===== src/sv/dlr_pkg.sv =====
`timescale 1ns / 1ps

package dlr_pkg;

	localparam int COORD_BITS = 12;
	localparam int FRAC_BITS  = 16;

	// accumulator: integer part, fraction, one guard bit
	localparam int ACC_W = COORD_BITS + FRAC_BITS + 1;
	// increment magnitude is at most 1.0, plus sign
	localparam int INC_W = FRAC_BITS + 2;
	localparam int QUO_W = FRAC_BITS + 1;
	// dividend |d| * 2^(F+1) + len, one carry bit
	localparam int NUM_W = COORD_BITS + FRAC_BITS + 2;
	// divisor 2 * len
	localparam int DEN_W = COORD_BITS + 1;
	localparam int REM_W = COORD_BITS + 2;
	localparam int DIV_CNT_W = $clog2(NUM_W);

	localparam int QUEUE_DEPTH = 4;
	localparam int QPTR_W = $clog2(QUEUE_DEPTH);
	localparam int QCNT_W = $clog2(QUEUE_DEPTH + 1);

	typedef enum logic {
		OP_START = 1'b0,
		OP_STEP  = 1'b1
	} op_t;

	typedef enum logic {
		BK_READY,
		BK_DIV
	} back_state_t;

	typedef struct packed {
		op_t                   op;
		logic [COORD_BITS-1:0] sx;
		logic [COORD_BITS-1:0] sy;
		logic                  neg_x;
		logic                  neg_y;
		logic [COORD_BITS-1:0] mag_x;
		logic [COORD_BITS-1:0] mag_y;
		logic [COORD_BITS-1:0] len;
	} cmd_t;

	// round half away from zero: (acc + half - sign) >>> FRAC_BITS
	function automatic logic [COORD_BITS-1:0] round_point(input logic [ACC_W-1:0] acc);
		logic [ACC_W:0] ext;
		logic [ACC_W:0] bias;
		logic [ACC_W:0] sum;
		ext  = {acc[ACC_W-1], acc};
		bias = {{(ACC_W + 1 - FRAC_BITS){1'b0}}, 1'b1, {(FRAC_BITS - 1){1'b0}}}
			- {{ACC_W{1'b0}}, acc[ACC_W-1]};
		sum  = ext + bias;
		return sum[FRAC_BITS+COORD_BITS-1:FRAC_BITS];
	endfunction

endpackage


===== src/sv/dda_line_rasterizer.sv =====
`timescale 1ns / 1ps
// With the back end free, an accepted input reaches the earliest output acceptance through
//   the queue write, then the output register.
// Step transactions: one point per cycle while unstalled, paced by the accumulator adders.
// Start transactions: the first endpoint comes out at once; unless the line has zero length,
//   the restoring divider then runs before the back end pops the next command; meanwhile
//   the queue keeps taking input until QUEUE_DEPTH (4) commands wait.
// Reset (arst_n low, async): queue empty, back end idle, no line in progress, no output.

module dda_line_rasterizer import dlr_pkg::*; (
	input  logic                         clk,
	input  logic                         arst_n,
	input  logic                         item_valid,
	output logic                         item_stall,
	input  logic                         operation,
	input  logic signed [COORD_BITS-1:0] start_x,
	input  logic signed [COORD_BITS-1:0] start_y,
	input  logic signed [COORD_BITS-1:0] end_x,
	input  logic signed [COORD_BITS-1:0] end_y,
	output logic                         pixel_valid,
	input  logic                         pixel_stall,
	output logic signed [COORD_BITS-1:0] pixel_x,
	output logic signed [COORD_BITS-1:0] pixel_y,
	output logic                         last
);

	// front end -> queue
	logic push;
	cmd_t push_cmd;
	logic full;

	// queue -> back end
	logic pop;
	logic head_valid;
	cmd_t head_cmd;

	// Front end: takes the input transaction, works out deltas, their
	// magnitudes and the line length, and writes one command to the queue.
	dlr_front u_front (
		.item_valid (item_valid),
		.item_stall (item_stall),
		.operation  (operation),
		.start_x    (start_x),
		.start_y    (start_y),
		.end_x      (end_x),
		.end_y      (end_y),
		.full       (full),
		.push       (push),
		.push_cmd   (push_cmd)
	);

	// Short command queue; lets the input keep flowing while the
	// divider or a stalled output holds the back end.
	dlr_queue u_queue (
		.clk        (clk),
		.arst_n     (arst_n),
		.push       (push),
		.push_cmd   (push_cmd),
		.full       (full),
		.pop        (pop),
		.head_valid (head_valid),
		.head_cmd   (head_cmd)
	);

	// Back end: holds line state, runs the increment division, steps the
	// accumulators and owns the output register. Steps with no line in
	// progress are dropped here without a result.
	dlr_back u_back (
		.clk         (clk),
		.arst_n      (arst_n),
		.head_valid  (head_valid),
		.head_cmd    (head_cmd),
		.pop         (pop),
		.pixel_valid (pixel_valid),
		.pixel_stall (pixel_stall),
		.pixel_x     (pixel_x),
		.pixel_y     (pixel_y),
		.last        (last)
	);

endmodule


===== src/sv/dlr_front.sv =====
`timescale 1ns / 1ps

module dlr_front import dlr_pkg::*; (
	input  logic                         item_valid,
	output logic                         item_stall,
	input  logic                         operation,
	input  logic signed [COORD_BITS-1:0] start_x,
	input  logic signed [COORD_BITS-1:0] start_y,
	input  logic signed [COORD_BITS-1:0] end_x,
	input  logic signed [COORD_BITS-1:0] end_y,
	input  logic                         full,
	output logic                         push,
	output cmd_t                         push_cmd
);

	logic [COORD_BITS:0]   dx;
	logic [COORD_BITS:0]   dy;
	logic [COORD_BITS:0]   abs_x;
	logic [COORD_BITS:0]   abs_y;
	logic [COORD_BITS-1:0] mag_x;
	logic [COORD_BITS-1:0] mag_y;

	assign item_stall = full;
	assign push       = item_valid && !full;

	always_comb begin
		dx    = {end_x[COORD_BITS-1], end_x} - {start_x[COORD_BITS-1], start_x};
		dy    = {end_y[COORD_BITS-1], end_y} - {start_y[COORD_BITS-1], start_y};
		abs_x = dx[COORD_BITS] ? -dx : dx;
		abs_y = dy[COORD_BITS] ? -dy : dy;
		mag_x = abs_x[COORD_BITS-1:0];
		mag_y = abs_y[COORD_BITS-1:0];

		push_cmd.op    = op_t'(operation);
		push_cmd.sx    = start_x;
		push_cmd.sy    = start_y;
		push_cmd.neg_x = dx[COORD_BITS];
		push_cmd.neg_y = dy[COORD_BITS];
		push_cmd.mag_x = mag_x;
		push_cmd.mag_y = mag_y;
		push_cmd.len   = (mag_x >= mag_y) ? mag_x : mag_y;
	end

endmodule


===== src/sv/dlr_queue.sv =====
`timescale 1ns / 1ps

module dlr_queue import dlr_pkg::*; (
	input  logic clk,
	input  logic arst_n,
	input  logic push,
	input  cmd_t push_cmd,
	output logic full,
	input  logic pop,
	output logic head_valid,
	output cmd_t head_cmd
);

	cmd_t              mem_q [QUEUE_DEPTH];
	logic [QPTR_W-1:0] wr_ptr_q;
	logic [QPTR_W-1:0] rd_ptr_q;
	logic [QCNT_W-1:0] count_q;

	assign full       = (count_q == QCNT_W'(QUEUE_DEPTH));
	assign head_valid = (count_q != '0);
	assign head_cmd   = mem_q[rd_ptr_q];

	function automatic logic [QPTR_W-1:0] next_ptr(input logic [QPTR_W-1:0] p);
		return (p == QPTR_W'(QUEUE_DEPTH - 1)) ? '0 : p + 1'b1;
	endfunction

	always_ff @(posedge clk or negedge arst_n) begin
		if (!arst_n) begin
			wr_ptr_q <= '0;
			rd_ptr_q <= '0;
			count_q  <= '0;
		end else begin
			if (push)
				wr_ptr_q <= next_ptr(wr_ptr_q);
			if (pop)
				rd_ptr_q <= next_ptr(rd_ptr_q);
			if (push && !pop)
				count_q <= count_q + 1'b1;
			else if (pop && !push)
				count_q <= count_q - 1'b1;
		end
	end

	always_ff @(posedge clk) begin
		if (push)
			mem_q[wr_ptr_q] <= push_cmd;
	end

endmodule


===== src/sv/dlr_back.sv =====
`timescale 1ns / 1ps

module dlr_back import dlr_pkg::*; (
	input  logic                         clk,
	input  logic                         arst_n,
	input  logic                         head_valid,
	input  cmd_t                         head_cmd,
	output logic                         pop,
	output logic                         pixel_valid,
	input  logic                         pixel_stall,
	output logic signed [COORD_BITS-1:0] pixel_x,
	output logic signed [COORD_BITS-1:0] pixel_y,
	output logic                         last
);

	typedef struct packed {
		logic [REM_W-1:0] rem;
		logic [NUM_W-1:0] num;
	} div_lane_t;

	// one restoring step; quotient bits shift in behind the dividend
	function automatic div_lane_t div_step(input logic [REM_W-1:0] rem,
			input logic [NUM_W-1:0] num, input logic [DEN_W-1:0] den);
		logic [REM_W-1:0] sh;
		logic             ge;
		div_lane_t        r;
		sh      = {rem[REM_W-2:0], num[NUM_W-1]};
		ge      = (sh >= {1'b0, den});
		r.rem   = ge ? sh - {1'b0, den} : sh;
		r.num   = {num[NUM_W-2:0], ge};
		return r;
	endfunction

	function automatic logic [INC_W-1:0] signed_inc(input logic neg,
			input logic [QUO_W-1:0] q);
		return neg ? -{1'b0, q} : {1'b0, q};
	endfunction

	back_state_t state_q, state_d;

	logic                  busy_q;
	logic [COORD_BITS-1:0] steps_q;
	logic [ACC_W-1:0]      acc_x_q, acc_y_q;
	logic [INC_W-1:0]      inc_x_q, inc_y_q;
	logic [REM_W-1:0]      rem_x_q, rem_y_q;
	logic [NUM_W-1:0]      num_x_q, num_y_q;
	logic [DEN_W-1:0]      den_q;
	logic [DIV_CNT_W-1:0]  cnt_q;
	logic                  neg_x_q, neg_y_q;

	logic                  out_valid_q;
	logic [ACC_W-1:0]      out_x_q, out_y_q;
	logic                  out_last_q;

	logic                  out_free;
	logic                  start_go;
	logic                  step_go;
	logic                  len_zero;
	logic                  div_done;
	logic                  final_step;
	logic [ACC_W-1:0]      start_acc_x, start_acc_y;
	logic [ACC_W-1:0]      step_acc_x, step_acc_y;
	logic [NUM_W-1:0]      load_num_x, load_num_y;
	div_lane_t             lane_x_d, lane_y_d;

	assign out_free   = !out_valid_q || !pixel_stall;
	assign len_zero   = (head_cmd.len == '0);
	assign div_done   = (cnt_q == '0);
	assign final_step = (steps_q == COORD_BITS'(1));

	assign start_acc_x = {{(ACC_W - COORD_BITS - FRAC_BITS){head_cmd.sx[COORD_BITS-1]}},
		head_cmd.sx, {FRAC_BITS{1'b0}}};
	assign start_acc_y = {{(ACC_W - COORD_BITS - FRAC_BITS){head_cmd.sy[COORD_BITS-1]}},
		head_cmd.sy, {FRAC_BITS{1'b0}}};
	assign step_acc_x  = acc_x_q + {{(ACC_W - INC_W){inc_x_q[INC_W-1]}}, inc_x_q};
	assign step_acc_y  = acc_y_q + {{(ACC_W - INC_W){inc_y_q[INC_W-1]}}, inc_y_q};

	assign load_num_x = {1'b0, head_cmd.mag_x, {QUO_W{1'b0}}}
		+ {{(NUM_W - COORD_BITS){1'b0}}, head_cmd.len};
	assign load_num_y = {1'b0, head_cmd.mag_y, {QUO_W{1'b0}}}
		+ {{(NUM_W - COORD_BITS){1'b0}}, head_cmd.len};

	assign lane_x_d = div_step(rem_x_q, num_x_q, den_q);
	assign lane_y_d = div_step(rem_y_q, num_y_q, den_q);

	// next state
	always_comb begin
		state_d = state_q;
		unique case (state_q)
			BK_READY: if (start_go && !len_zero) state_d = BK_DIV;
			BK_DIV:   if (div_done) state_d = BK_READY;
		endcase
	end

	// control outputs
	always_comb begin
		pop      = 1'b0;
		start_go = 1'b0;
		step_go  = 1'b0;
		unique case (state_q)
			BK_READY: begin
				if (head_valid) begin
					unique case (head_cmd.op)
						OP_START: begin
							pop      = out_free;
							start_go = out_free;
						end
						OP_STEP: begin
							if (!busy_q) begin
								pop = 1'b1;
							end else begin
								pop     = out_free;
								step_go = out_free;
							end
						end
					endcase
				end
			end
			BK_DIV: begin
				pop = 1'b0;
			end
		endcase
	end

	always_ff @(posedge clk or negedge arst_n) begin
		if (!arst_n) begin
			state_q     <= BK_READY;
			busy_q      <= 1'b0;
			steps_q     <= '0;
			cnt_q       <= '0;
			out_valid_q <= 1'b0;
		end else begin
			state_q <= state_d;
			if (start_go) begin
				busy_q  <= !len_zero;
				steps_q <= head_cmd.len;
				cnt_q   <= DIV_CNT_W'(NUM_W - 1);
			end else if (step_go) begin
				busy_q  <= !final_step;
				steps_q <= steps_q - 1'b1;
			end else if (state_q == BK_DIV) begin
				cnt_q <= cnt_q - 1'b1;
			end
			if (start_go || step_go)
				out_valid_q <= 1'b1;
			else if (!pixel_stall)
				out_valid_q <= 1'b0;
		end
	end

	always_ff @(posedge clk) begin
		if (start_go) begin
			acc_x_q    <= start_acc_x;
			acc_y_q    <= start_acc_y;
			out_x_q    <= start_acc_x;
			out_y_q    <= start_acc_y;
			out_last_q <= len_zero;
			inc_x_q    <= '0;
			inc_y_q    <= '0;
			rem_x_q    <= '0;
			rem_y_q    <= '0;
			num_x_q    <= load_num_x;
			num_y_q    <= load_num_y;
			den_q      <= {head_cmd.len, 1'b0};
			neg_x_q    <= head_cmd.neg_x;
			neg_y_q    <= head_cmd.neg_y;
		end else if (step_go) begin
			acc_x_q    <= step_acc_x;
			acc_y_q    <= step_acc_y;
			out_x_q    <= step_acc_x;
			out_y_q    <= step_acc_y;
			out_last_q <= final_step;
		end else if (state_q == BK_DIV) begin
			rem_x_q <= lane_x_d.rem;
			rem_y_q <= lane_y_d.rem;
			num_x_q <= lane_x_d.num;
			num_y_q <= lane_y_d.num;
			if (div_done) begin
				inc_x_q <= signed_inc(neg_x_q, lane_x_d.num[QUO_W-1:0]);
				inc_y_q <= signed_inc(neg_y_q, lane_y_d.num[QUO_W-1:0]);
			end
		end
	end

	assign pixel_valid = out_valid_q;
	assign pixel_x     = round_point(out_x_q);
	assign pixel_y     = round_point(out_y_q);
	assign last        = out_last_q;

endmodule

===== config.mk =====
export PLATFORM = sky130hd
export DESIGN_NAME = dda_line_rasterizer
export DESIGN_NICKNAME = d
export VERILOG_FILES = /design/src/sv/dlr_pkg.sv /design/src/sv/dda_line_rasterizer.sv /design/src/sv/dlr_front.sv /design/src/sv/dlr_queue.sv /design/src/sv/dlr_back.sv
export SDC_FILE = /design/constraint.sdc
export NUM_CORES = 1
export LEC_CHECK = 0
export ABC_AREA = 1
export BUFFER_PORTS_ARGS = -buffer_cell sky130_fd_sc_hd__buf_2
export CAP_MARGIN = 20
export CORE_ASPECT_RATIO = 1.2
export CORE_MARGIN = 1
export CORE_UTILIZATION = 45
export DETAILED_ROUTE_END_ITERATION = 8
export PLACE_DENSITY = 0.72
export SETUP_SLACK_MARGIN = 0.1
export SYNTH_ARGS = -nofsm -noshare
export SYNTH_HDL_FRONTEND = slang
export SYNTH_HIERARCHICAL = 1
export SYNTH_SLANG_ARGS = --single-unit

===== constraint.sdc =====
create_clock -name clk -period 4.1 [get_ports clk]
set_input_delay 0.615 -clock clk [delete_from_list [all_inputs] [get_ports clk]]
set_output_delay 0.615 -clock clk [all_outputs]
set_load 0.02 [all_outputs]

* Word-level counts from Yosys, hierarchy flattened
Memories as Yosys holds them, arrays and structs flattened. Index checks and enable logic that the tools add are counted.
Cells by class: equality and inequality tests 6, add/subtract/negate cells 22, bitwise gates (word level) 3, reduce and logical (&&, ||, !) cells 22, muxes and demuxes 48, magnitude comparators 3
Operator list (number):
- $mux 30 | 6
- $mux 29 | 4
- $add 29x12->30 | 2
- $mux 12 | 5
- $add 29x29->29 | 2
- $add 28x28->28 | 2
- $mux 18 | 2
- $neg 17->18 | 2
- $sub 16x1->17 const A | 2
- $ge 14x13->1 | 2
- $mux 13 | 2
- $sub 12x12->13 | 2
- $sub 13x13->13 | 2
- $neg 12->12 | 2
- $mux 1 | 19
- $mux 5 | 3
- $eq 12x1->1 const B | 1
- $ge 12x12->1 | 1
- $logic_not 12->1 | 1
- $sub 12x1->12 const B | 1
- $logic_not 1->1 | 7
- $mux 3 | 2
- $pmux 1 s2 | 3
- $reduce_bool 2->1 | 3
- other kinds (15) | 26
Storage, ports and cells: RAM bits 252, word-level logic and storage cells 127, bits in registers 222, output and inout port bits 27, memories 1, input bits 53
Memory list:
- u_queue.mem_q | words 4, bits a word 63, read ports 1, clocked after memory_dff 0, wr ports 1, line dlr_queue.sv:14 | cmd_t mem_q [QUEUE_DEPTH];

* Longest topological paths before layout
Gate-level depths: netlist of run 1.
word-level depth 9, depth in mapped cells 28, depth with buffers taken out 27

* By module
Netlist of run 1, hierarchy kept.
Modules (own cells, without submodules):
- dlr_back | cells each 2224, times used 1, seq. area each 5415.2 µm², area each 15927.8 µm²
- dlr_queue | cells each 787, times used 1, seq. area each 7742.4 µm², area each 11060.6 µm²
- dlr_front | cells each 501, times used 1, seq. area each 0.0 µm², area each 2761.4 µm²

* Least setup slack after synthesis of run 1
No wires, ideal clock.
kind input to register, start input port end_y[0], end memory u_queue/mem_q[0][10] (netlist bit) (data pin), cell stages on the path 25, data required time 3835 ps, slack 145 ps, arrival time 3690 ps, path through inv_1 -> ha_1 -> fa_1 -> inv_1 -> nand3_1 -> nand2_2 -> nand3_2 -> nand2_2 -> nand2_2 -> nand2_2 -> nand2_2 -> nand2_4 -> nand2_1 -> xor2_1 -> inv_1 -> ha_1 -> a21oi_1 -> nor2_1 -> o21ai_0 -> o2111ai_1 -> a31oi_1 -> inv_1 -> buf_4 -> nand3_1 -> nand2_1
RTL lines:
- start, declared | line dda_line_rasterizer.sv:19 | input logic signed [COORD_BITS-1:0] end_y,
- end, declared | line dlr_queue.sv:14

* Worst setup path in the final report of run 1
start register u_back.out_y_q[28], end output port pixel_y[4]
On the way: word-level cells in the longest chain between the ends 2
Ends and longest elaborated chain:
- start, declared | line dlr_back.sv:52 | logic [ACC_W-1:0] out_x_q, out_y_q;
- start signal, assigned | line dlr_back.sv:156 | out_y_q <= start_acc_y;
- start signal, assigned | line dlr_back.sv:171 | out_y_q <= step_acc_y;
- $sub 16x1->17 | line dlr_pkg.sv:52 | - {{ACC_W{1'b0}}, acc[ACC_W-1]};
- $add 28x28->28 | line dlr_pkg.sv:53 | sum = ext + bias;
- end, declared | line dda_line_rasterizer.sv:23 | output logic signed [COORD_BITS-1:0] pixel_y,
No other way between the ends.

==> results of run 1 <==
-- cell families (layout without fill, tap and decap cells) --
| family | Yosys count | in the layout | synth area share (%) |
|---|---|---|---|
| compound gates | 641 | 641 | 14.9 |
| xor+xnor | 79 | 79 | 2.48 |
| fa+ha+maj | 169 | 169 | 7.28 |
| buf+inv | 623 | 776 | 9.33 |
| simple gates | 1526 | 1526 | 21.8 |
| flops | 474 | 474 | 44.2 |
-- metrics by stage --
step | hold slack (ns) | utilization, %
2_1_floorplan | 0.319 | -
3_3_place_gp | 0.460 | 48.0
3_5_place_dp | 0.463 | 48.0
4_1_cts | 0.0546 | 50.4
5_1_grt | 0.106 | 50.4
6_report | 0.0614 | 50.4
-- timing repair --
action | CTS | global route
setup endpoints to repair | 0 | 9
buffers inserted | 0 | 3
resized for setup | 0 | 1
-- cells in the final DEF, fill, tap and decap left out, drive strengths merged, types with 3 or more instances in the layout --
master,count
a211oi,4
a21boi,4
a21o,6
a21oi,187
a31oi,13
and2,7
and3,3
buf,184
clkbuf,54
clkinv,78
clkinvlp,4
dfrtp,27
dfxtp,94
edfxtp,353
fa,7
ha,162
inv,454
nand2,1012
nand3,165
nand3b,7
nand4,40
nor2,225
nor3,44
nor4,6
o211ai,137
o21a,19
o21ai,223
o21bai,33
o22ai,3
o31ai,3
or2,16
xnor2,15
xor2,64
-- power groups by stage --
| stage | Combinational, mW | Clock (mW) | Sequential, mW |
|---|---|---|---|
| after floorplan | 8.90 | 0 | 8.02 |
| after global placement | 11.2 | 0 | 8.38 |
| after detailed placement | 11.4 | 0 | 8.42 |
| after CTS | 11.5 | 4.39 | 8.34 |
| after global routing | 13.0 | 4.56 | 8.50 |
| final | 11.5 | 4.30 | 8.34 |
-- flip-flops by register name, summed over array words and instances (netlist names), 3 cells and up --
name and count:
u_back/acc_x_q 16, u_back/acc_y_q 16, u_back/cnt_q 5, u_back/den_q 12
u_back/inc_x_q 18, u_back/inc_y_q 18, u_back/num_x_q 30, u_back/num_y_q 30
u_back/out_x_q 13, u_back/out_y_q 13, u_back/rem_x_q 13, u_back/rem_y_q 13
u_back/steps_q 12, u_queue/count_q 3, u_queue/mem_q 252
-- final cells by class --
type / instances / area (µm²) / share of cell area, %
clock buffers: 54 / 1270 / 3.87
clock inverters: 39 / 289 / 0.883
inverters: 499 / 1890 / 5.77
multi-input cells: 2415 / 13800 / 42.2
flip-flops and latches: 474 / 13200 / 40.2
well taps: 832 / 1040 / 3.18
repair buffers: 184 / 1270 / 3.88
-- metal layers --
layer  share of wire [%]  up-vias  global-route usage [%]
li1                    -    11900                       -
met1                  43    11100                    27.1
met2                  49      592                    38.0
met3                 4.7      138                    2.12
met4                 3.2        0                    7.82
met5                   0        -                       0
-- worst min-delay path by stage --
stage | from | end | slack [ns] | depth (start not counted)
2_1_floorplan | arst_n | u_back/busy_q | 0.32 | 0
3_3_place_gp | u_queue/count_q[2] | u_queue/count_q[2] | 0.46 | 2
3_5_place_dp | u_back/rem_x_q[7] | u_back/rem_x_q[7] | 0.46 | 2
4_1_cts | arst_n | u_queue/wr_ptr_q[1] | 0.05 | 1
5_1_grt | arst_n | u_queue/wr_ptr_q[1] | 0.11 | 1
6_report | arst_n | u_queue/wr_ptr_q[1] | 0.06 | 1
-- critical path, delay by kind of cell (launching register included) --
family                   cells  cell delay (ns)
flip-flops                   1             0.76
AND/OR/NAND/NOR             10             1.08
buffers and inverters        3             0.32
adder cells (fa/ha/maj)      1             0.36
==> results.md, run 1 <==
- The final worst clock skew is 0.0146 ns.
- After routing, the total negative slack on setup checks comes to 0 ns.
- The fraction of layout instances using a drive strength above 1 is 14.0%.
- The number of global-route vias before repair came to 22800.
- The finished cells cover 32700 µm².
- The number of nets produced by synthesis is 3734.
- The number of antenna violations at the first check in global routing is 0.
- The clock reaches the later pin of the worst-skew pair after 0.60 ns.
- The worst-case setup margin in the final layout is about 0.36 ns.
- The die covers about 67000 µm².
- The net count of the finished layout is 3846.
- The most area-hungry cell type in the Yosys netlist is sky130_fd_sc_hd__edfxtp_1.
- The placed instance count is 4401.
- The final critical path takes up 91.3% of the cycle.
- The top cell type by area accounts for 35.6% of the synthesized area.
- Overall power consumption after layout is estimated at between 20 and 25 mW.
- The final antenna-violating net count is 0.
- The netlist area before placement is 29700 µm².
- In this run the tightest slew margin relative to its limit is 39.7%.
- The async set or reset register ratio after synthesis is 5.70%.
- Clock tree synthesis inserted a total of 50 buffers.
- The routed design has 72300 µm of wire.
- The post-placement setup slack is -0.217 ns.
- After the first detailed-routing iteration, the DRC count stood at 1668.
- The endpoint of the lowest-slack register-to-register path is u_back/inc_y_q[16].
- The floorplan step set the die width to roughly 240 µm.
- The beginning of the worst register-to-register path is u_back/den_q[2].
- The remaining global-route overflow is 0.
- The number of slew-limit violations in the final report is 0.
- For this design the ratio of total power to cell area is 737 nW/µm².
- The number of filler cells placed in the layout is 6017.
- Setup violations remaining at the end of the flow were counted as 0.
- After synthesis, the most frequently instantiated cells are sky130_fd_sc_hd__nand2_1, sky130_fd_sc_hd__inv_1, sky130_fd_sc_hd__edfxtp_1.
- The vertical die dimension is between 200 and 300 µm.
- Once layout is complete, the cells apart from fillers number 4497.
- The first TritonRoute pass finished after 7 iterations.
- The master of the slowest instance on the critical path is sky130_fd_sc_hd__edfxtp_1.
- The placer congestion estimate is 0.967.
- The end point of the critical path is pixel_y[4].
- The CTS root buffer is sky130_fd_sc_hd__clkbuf_16.
- The worst path arrival time is 3.13 ns.
- At the pin with the least slew margin, the transition time is 0.903 ns.
- The count of hold-fix buffers inserted at cts is 0.
- Of all nets on the critical path, the largest fanout is 17.
- In the routed layout, each cell is associated on average with a via count of 5.28.
- After clock tree synthesis, the clock-pin slew on the worst setup and hold paths is about 0.06 ns.
- The number of antenna diodes in the final layout is 0.
- Summing over every cut layer, the via total after detailed routing is ~24000.
- The final HPWL from detailed placement is roughly 53000 µm.
- The tool flagged a number of max-cap violations equal to 0.
- For this run, the leading register cell type out of synthesis is sky130_fd_sc_hd__edfxtp_1.
- The region available for standard cell placement spans between 60000 and 70000 µm².
- The startpoint type of the worst setup path is a flop.
- Ranked by total cell area, the synthesized netlist is headed by sky130_fd_sc_hd__edfxtp_1, sky130_fd_sc_hd__nand2_1, sky130_fd_sc_hd__ha_1.
- The cell that appears most often on the critical path is sky130_fd_sc_hd__nand2_1.
- The power dissipated by switching net loads is roughly 11 mW.
- The critical path launch point is u_back/out_y_q[28].
- The maximum buffer depth of the clock tree is 3.
- The top-level port count is 80.
- The synthesized design contains 474 register bits.
- The CTS sink count is 474.
- The initial core utilization is 45.8%.
- The number of cells on the worst reg-to-reg path is 19.
- After detailed routing, the number of remaining DRC violations is 0.
- The total number of placement rows is about 100.
- The clock tree from TritonCTS is yes.
- Data on the critical path is required at its endpoint by 3.48 ns.
- During synthesis, Yosys emitted a total of 6 warnings.
- The global router's overall resource usage is 21.5%.
- The leakage power is roughly 15 nW.
- The maximum frequency from static timing analysis is 267 MHz.
- Setup repair after global routing left no endpoint under its margin.
- The power share of the sequential group is 34.5%.
- The worst-case vdd ir drop is between 0.4 and 0.5 mV.
- Net switching is between 40 and 50% of the power.
- For flop-to-flop paths, the worst setup slack is 0.95 ns.
- The layout overhead on the synthesized area is 10.1%.
- Entering global routing, the biggest net connects 118 pins.
- The internal power of the cells totals 13.6 mW.
- Per report_power, the clock group accounts for 17.8% of the total.
- The instance area after placement is between 30000 and 40000 µm².
- The first-pass GRT wire length is 117000 µm.
- Yosys mapped the design onto 63 distinct sky130hd cell types.
- In the final routed layout, each cell accounts on average for 16.1 µm.
- The H-tree was split into 2 levels.
- The number of enable-type register cells in the synthesized netlist is 353.
- The count of buffers from port buffering is 79.
- In this run the mean area of a mapped cell was 8.47 µm².
- In the post-synthesis netlist, the cell with the most instances is sky130_fd_sc_hd__nand2_1.
- The worst setup path is captured at an output pin.
- The class of the most critical setup path is reg -> out.
- The number of endpoints with negative hold slack in the final report is 0.
- The flow ran to the end, and the final reports show no timing, DRC or antenna violations.
- After layout, the minimum clock period comes to 3.74 ns.
- The largest single stage delay on the critical path is around 0.76 ns.
- The signal on the critical path passes through inv_1, ha_1, nand2_1, inv_2, nand2_2, nor3_4, nand4_1, nand3_2, and2_4, nand2_4, nor2_4, nand2_1, nand2_1, buf_2.
- The worst min-delay path class is in -> async.
- Synthesis produced a netlist whose cell count is 3512.
- The combinational share of power is 47.6%.
- Of the synthesized area, sequential elements account for 44.2%.
Power figures use the tool's default switching activity.
==> inputs of run 2 (changes only) <==
- REMOVE_ABC_BUFFERS: not set -> 1
==> run 2 against run 1 <==
Sequential power is 1% lower. Die area did not move. Clock-buffer cell count rose by 6. Critical path type unchanged. Critical endpoint is now pixel_x[7].
==> results.md, run 2 (synthesized netlist as in run 1, its figures left out) <==
- The fraction of layout instances using a drive strength above 1 is 13.1%.
- The class of the most critical setup path is reg -> out.
- In this run the count of I/O pins placed on the die edge is 80.
- The library cell used most frequently in the layout, excluding fill and tap cells, is sky130_fd_sc_hd__nand2_1.
- The run finished with clean final reports.
- The placer congestion estimate is around 0.98.
- The final non-filler cell area is 32500 µm².
- The multi-input combinational cells in the finished layout cover a total of 13800 µm².
- The maximum frequency from static timing analysis is between 200 and 300 MHz.
- The H-tree depth is 2.
- Data on the critical path is required at its endpoint by 3.48 ns.
- After clock tree synthesis, the flow added hold-fix buffers numbering 0.
- The most numerous cell type found on the critical path is sky130_fd_sc_hd__nand2_1.
- The clock tree from TritonCTS is yes.
- The register bank with the most flops is u_queue/mem_q.
- The worst-case vdd ir drop is 0.592 mV.
- Setup repair after global routing left no endpoint under its margin.
- The count of unresolved DRC violations after routing is 0.
- The CTS root buffer is sky130_fd_sc_hd__clkbuf_16.
- The master of the slowest instance on the critical path is sky130_fd_sc_hd__edfxtp_1.
- The setup TNS is 0 ns.
- After layout, the design draws a total of 24.1 mW.
- Summed over all layers, the global routing overflow is 0.
- The mean number of vias per cell is 5.23.
- The clock latency of the later-clocked register in the worst-skew pair is between 0.6 and 0.7 ns.
- The actual slew at the worst max-slew pin is 1.01 ns.
- The count of buffer and inverter cells on the critical path is 3.
- The number of global-route vias before repair was 22100.
- The startpoint type of the worst setup path is a flop.
- The number of endpoints with negative hold slack in the final report was 0.
- The worst setup path is captured at an output pin.
- Entering global routing, the biggest net connects roughly 190 pins.
- The worst pin sits at a relative slew slack of ~33%.
- The area growth from synthesis to layout is 9.31%.
- The final layout contains 3810 nets.
- The final antenna-violating net count is 0.
- The number of antenna violations at the first check in global routing is 0.
- The worst path arrival time is 2.98 ns.
- The kind of cell with the highest combined delay on the critical path is simple AND/OR/NAND/NOR gates.
- Counting along the longest clock path gives a buffer depth of 3.
- The total of endpoints with negative setup slack in the final report is 0.
- In this run, CTS created clock tree buffers numbering between 40 and 50.
- The core footprint is 65000 µm².
- The worst register-to-register path has a setup slack of 0.85 ns.
- Clock-pin slew was measured on the worst setup and hold paths at ~0.060 ns.
- The endpoint of the lowest-slack register-to-register path is u_back/inc_y_q[16].
- The startpoint identified for the worst register-to-register timing path is u_back/den_q[5].
- The post-route clock period utilization is 87.7%.
- The count of routing violations after the opening detailed-route iteration is around 1800.
- The instance area after placement is ~30000 µm².
- The sequential cells in the finished layout cover a total of 13200 µm².
- The count of TritonRoute iterations in the first routing pass is 6.
- The count of vias placed by the detailed router is 23300.
- The register with the most flip-flops in the layout has 252 of them.
- The leakage power is 14.9 nW.
- The global router's overall resource usage is 21.1%.
- The depth of the most critical reg-to-reg path is 17.
- The critical path starts at u_back/out_x_q[28].
- The areal power density over the cells is 742 nW/µm².
- For this configuration, the core starts out at a cell density of 45.8%.
- The CTS sink count is 474.
- Between clock sinks in the finished design, the worst skew comes to 0.0221 ns.
- In this run the worst path has a maximum fanout of 14.
- The final critical-path required period is approximately 3.6 ns.
- The final HPWL from detailed placement is between 50000 and 60000 µm.
- The routed wirelength normalized by instance count is 16.0 µm.
- The vertical die dimension is 284 µm.
- The signal on the critical path passes through buf_12, ha_1, nand2_1, inv_2, nand2_2, nor3_2, nand4_1, nand3_2, and2_1, nand2_4, nor2_2, nand2_1, nand2_1, buf_2.
- The number of slew-limit violations in the final report is 0.
- The first-pass GRT wire length is 114000 µm.
- The die covers 67100 µm².
- Wires add up to between 70000 and 80000 µm.
- The worst min-delay path class is in -> async.
- The total number of placement rows is 102.
- The number of filler cells placed in the layout is between 5000 and 6000.
- 0 antenna diodes ended up in the layout.
- The number of max-cap violations is 0.
- For this run, the share of the core covered by cells in the final layout is approximately half.
- In the final layout, the registers with the most flip-flops are u_queue/mem_q (252), u_back/num_x_q (30), u_back/num_y_q (30).
- Input and output buffers added on the ports amount to about 80.
- The die is 237 µm wide.
- The longest individual stage delay on the worst path is 0.47 ns.
- In the layout the commonest cells are sky130_fd_sc_hd__nand2_1, sky130_fd_sc_hd__inv_1, sky130_fd_sc_hd__edfxtp_1.
## run 2: changes by cell type in the layout (fill, tap and decap cells not counted), sizes merged
cell,delta
clkbuf,+6
buf,-35
bufinv,+1
clkinv,-13
inv,+3
## run 2: layout make-up
type | instances | area share (%)
Tap cell | 832 | 3.20
Multi-Input combinational cell | 2415 | 42.5
Clock buffer | 60 | 3.91
Clock inverter | 30 | 0.877
Sequential cell | 474 | 40.5
Inverter | 499 | 5.81
Timing Repair Buffer | 149 | 3.22
## run 2: worst reg2reg max path: stages, from the launching register on
cell and delay, ns:
sky130_fd_sc_hd__edfxtp_1 0.36, sky130_fd_sc_hd__inv_1 0.14, sky130_fd_sc_hd__ha_1 0.32, sky130_fd_sc_hd__a21oi_1 0.24, sky130_fd_sc_hd__nand2_1 0.12, sky130_fd_sc_hd__o21ai_2 0.37
sky130_fd_sc_hd__nand2_4 0.25, sky130_fd_sc_hd__inv_4 0.21, sky130_fd_sc_hd__ha_1 0.18, sky130_fd_sc_hd__nand3_1 0.12, sky130_fd_sc_hd__nor2_1 0.15, sky130_fd_sc_hd__nand3_1 0.12
sky130_fd_sc_hd__nand2_1 0.11, sky130_fd_sc_hd__a31oi_1 0.11, sky130_fd_sc_hd__a21oi_1 0.13, sky130_fd_sc_hd__o21ai_0 0.12, sky130_fd_sc_hd__nand2_1 0.07, sky130_fd_sc_hd__inv_1 0.03
## run 2: how the worst max path moves through the flow
stage / to / slack, ns / depth (start not counted)
floorplan: u_back/rem_y_q[8] / -2.34 / 9
global placement: u_queue/mem_q[1][2] / -0.12 / 21
detailed placement: u_queue/mem_q[0][2] / -0.19 / 21
CTS: pixel_x[7] / 0.25 / 14
global route: u_queue/mem_q[2][4] / 0.16 / 25
finish: pixel_x[7] / 0.50 / 14
## run 2: per-layer routing
metal | GRT usage, % | part of all wire (%)
met4 | 7.42 | 2.7
met5 | 0 | 0
met2 | 37.6 | 50
met1 | 26.3 | 43
met3 | 2.36 | 4.4
## run 2: repair_timing
item,4_1_cts,5_1_grt
endpoints found under the setup margin,0,15
buffers inserted,0,3
resized for setup,0,1
## run 2: power by group
part | internal [mW] | switching, mW | total (mW) | leakage, nW
Combinational | 3.91 | 7.59 | 11.5 | 9.73
Clock | 2.43 | 1.94 | 4.37 | 0.758
Sequential | 7.24 | 1.01 | 8.25 | 4.43
## run 2: through the flow
stage	cells	hold WS, ns	setup WS [ns]
floorplan	3388	0.319	-2.34
global placement	4366	0.457	-0.118
detailed placement	4366	0.462	-0.189
CTS	4456	0.0335	0.254
global route	4459	0.0727	0.164
finish	4459	0.0352	0.505
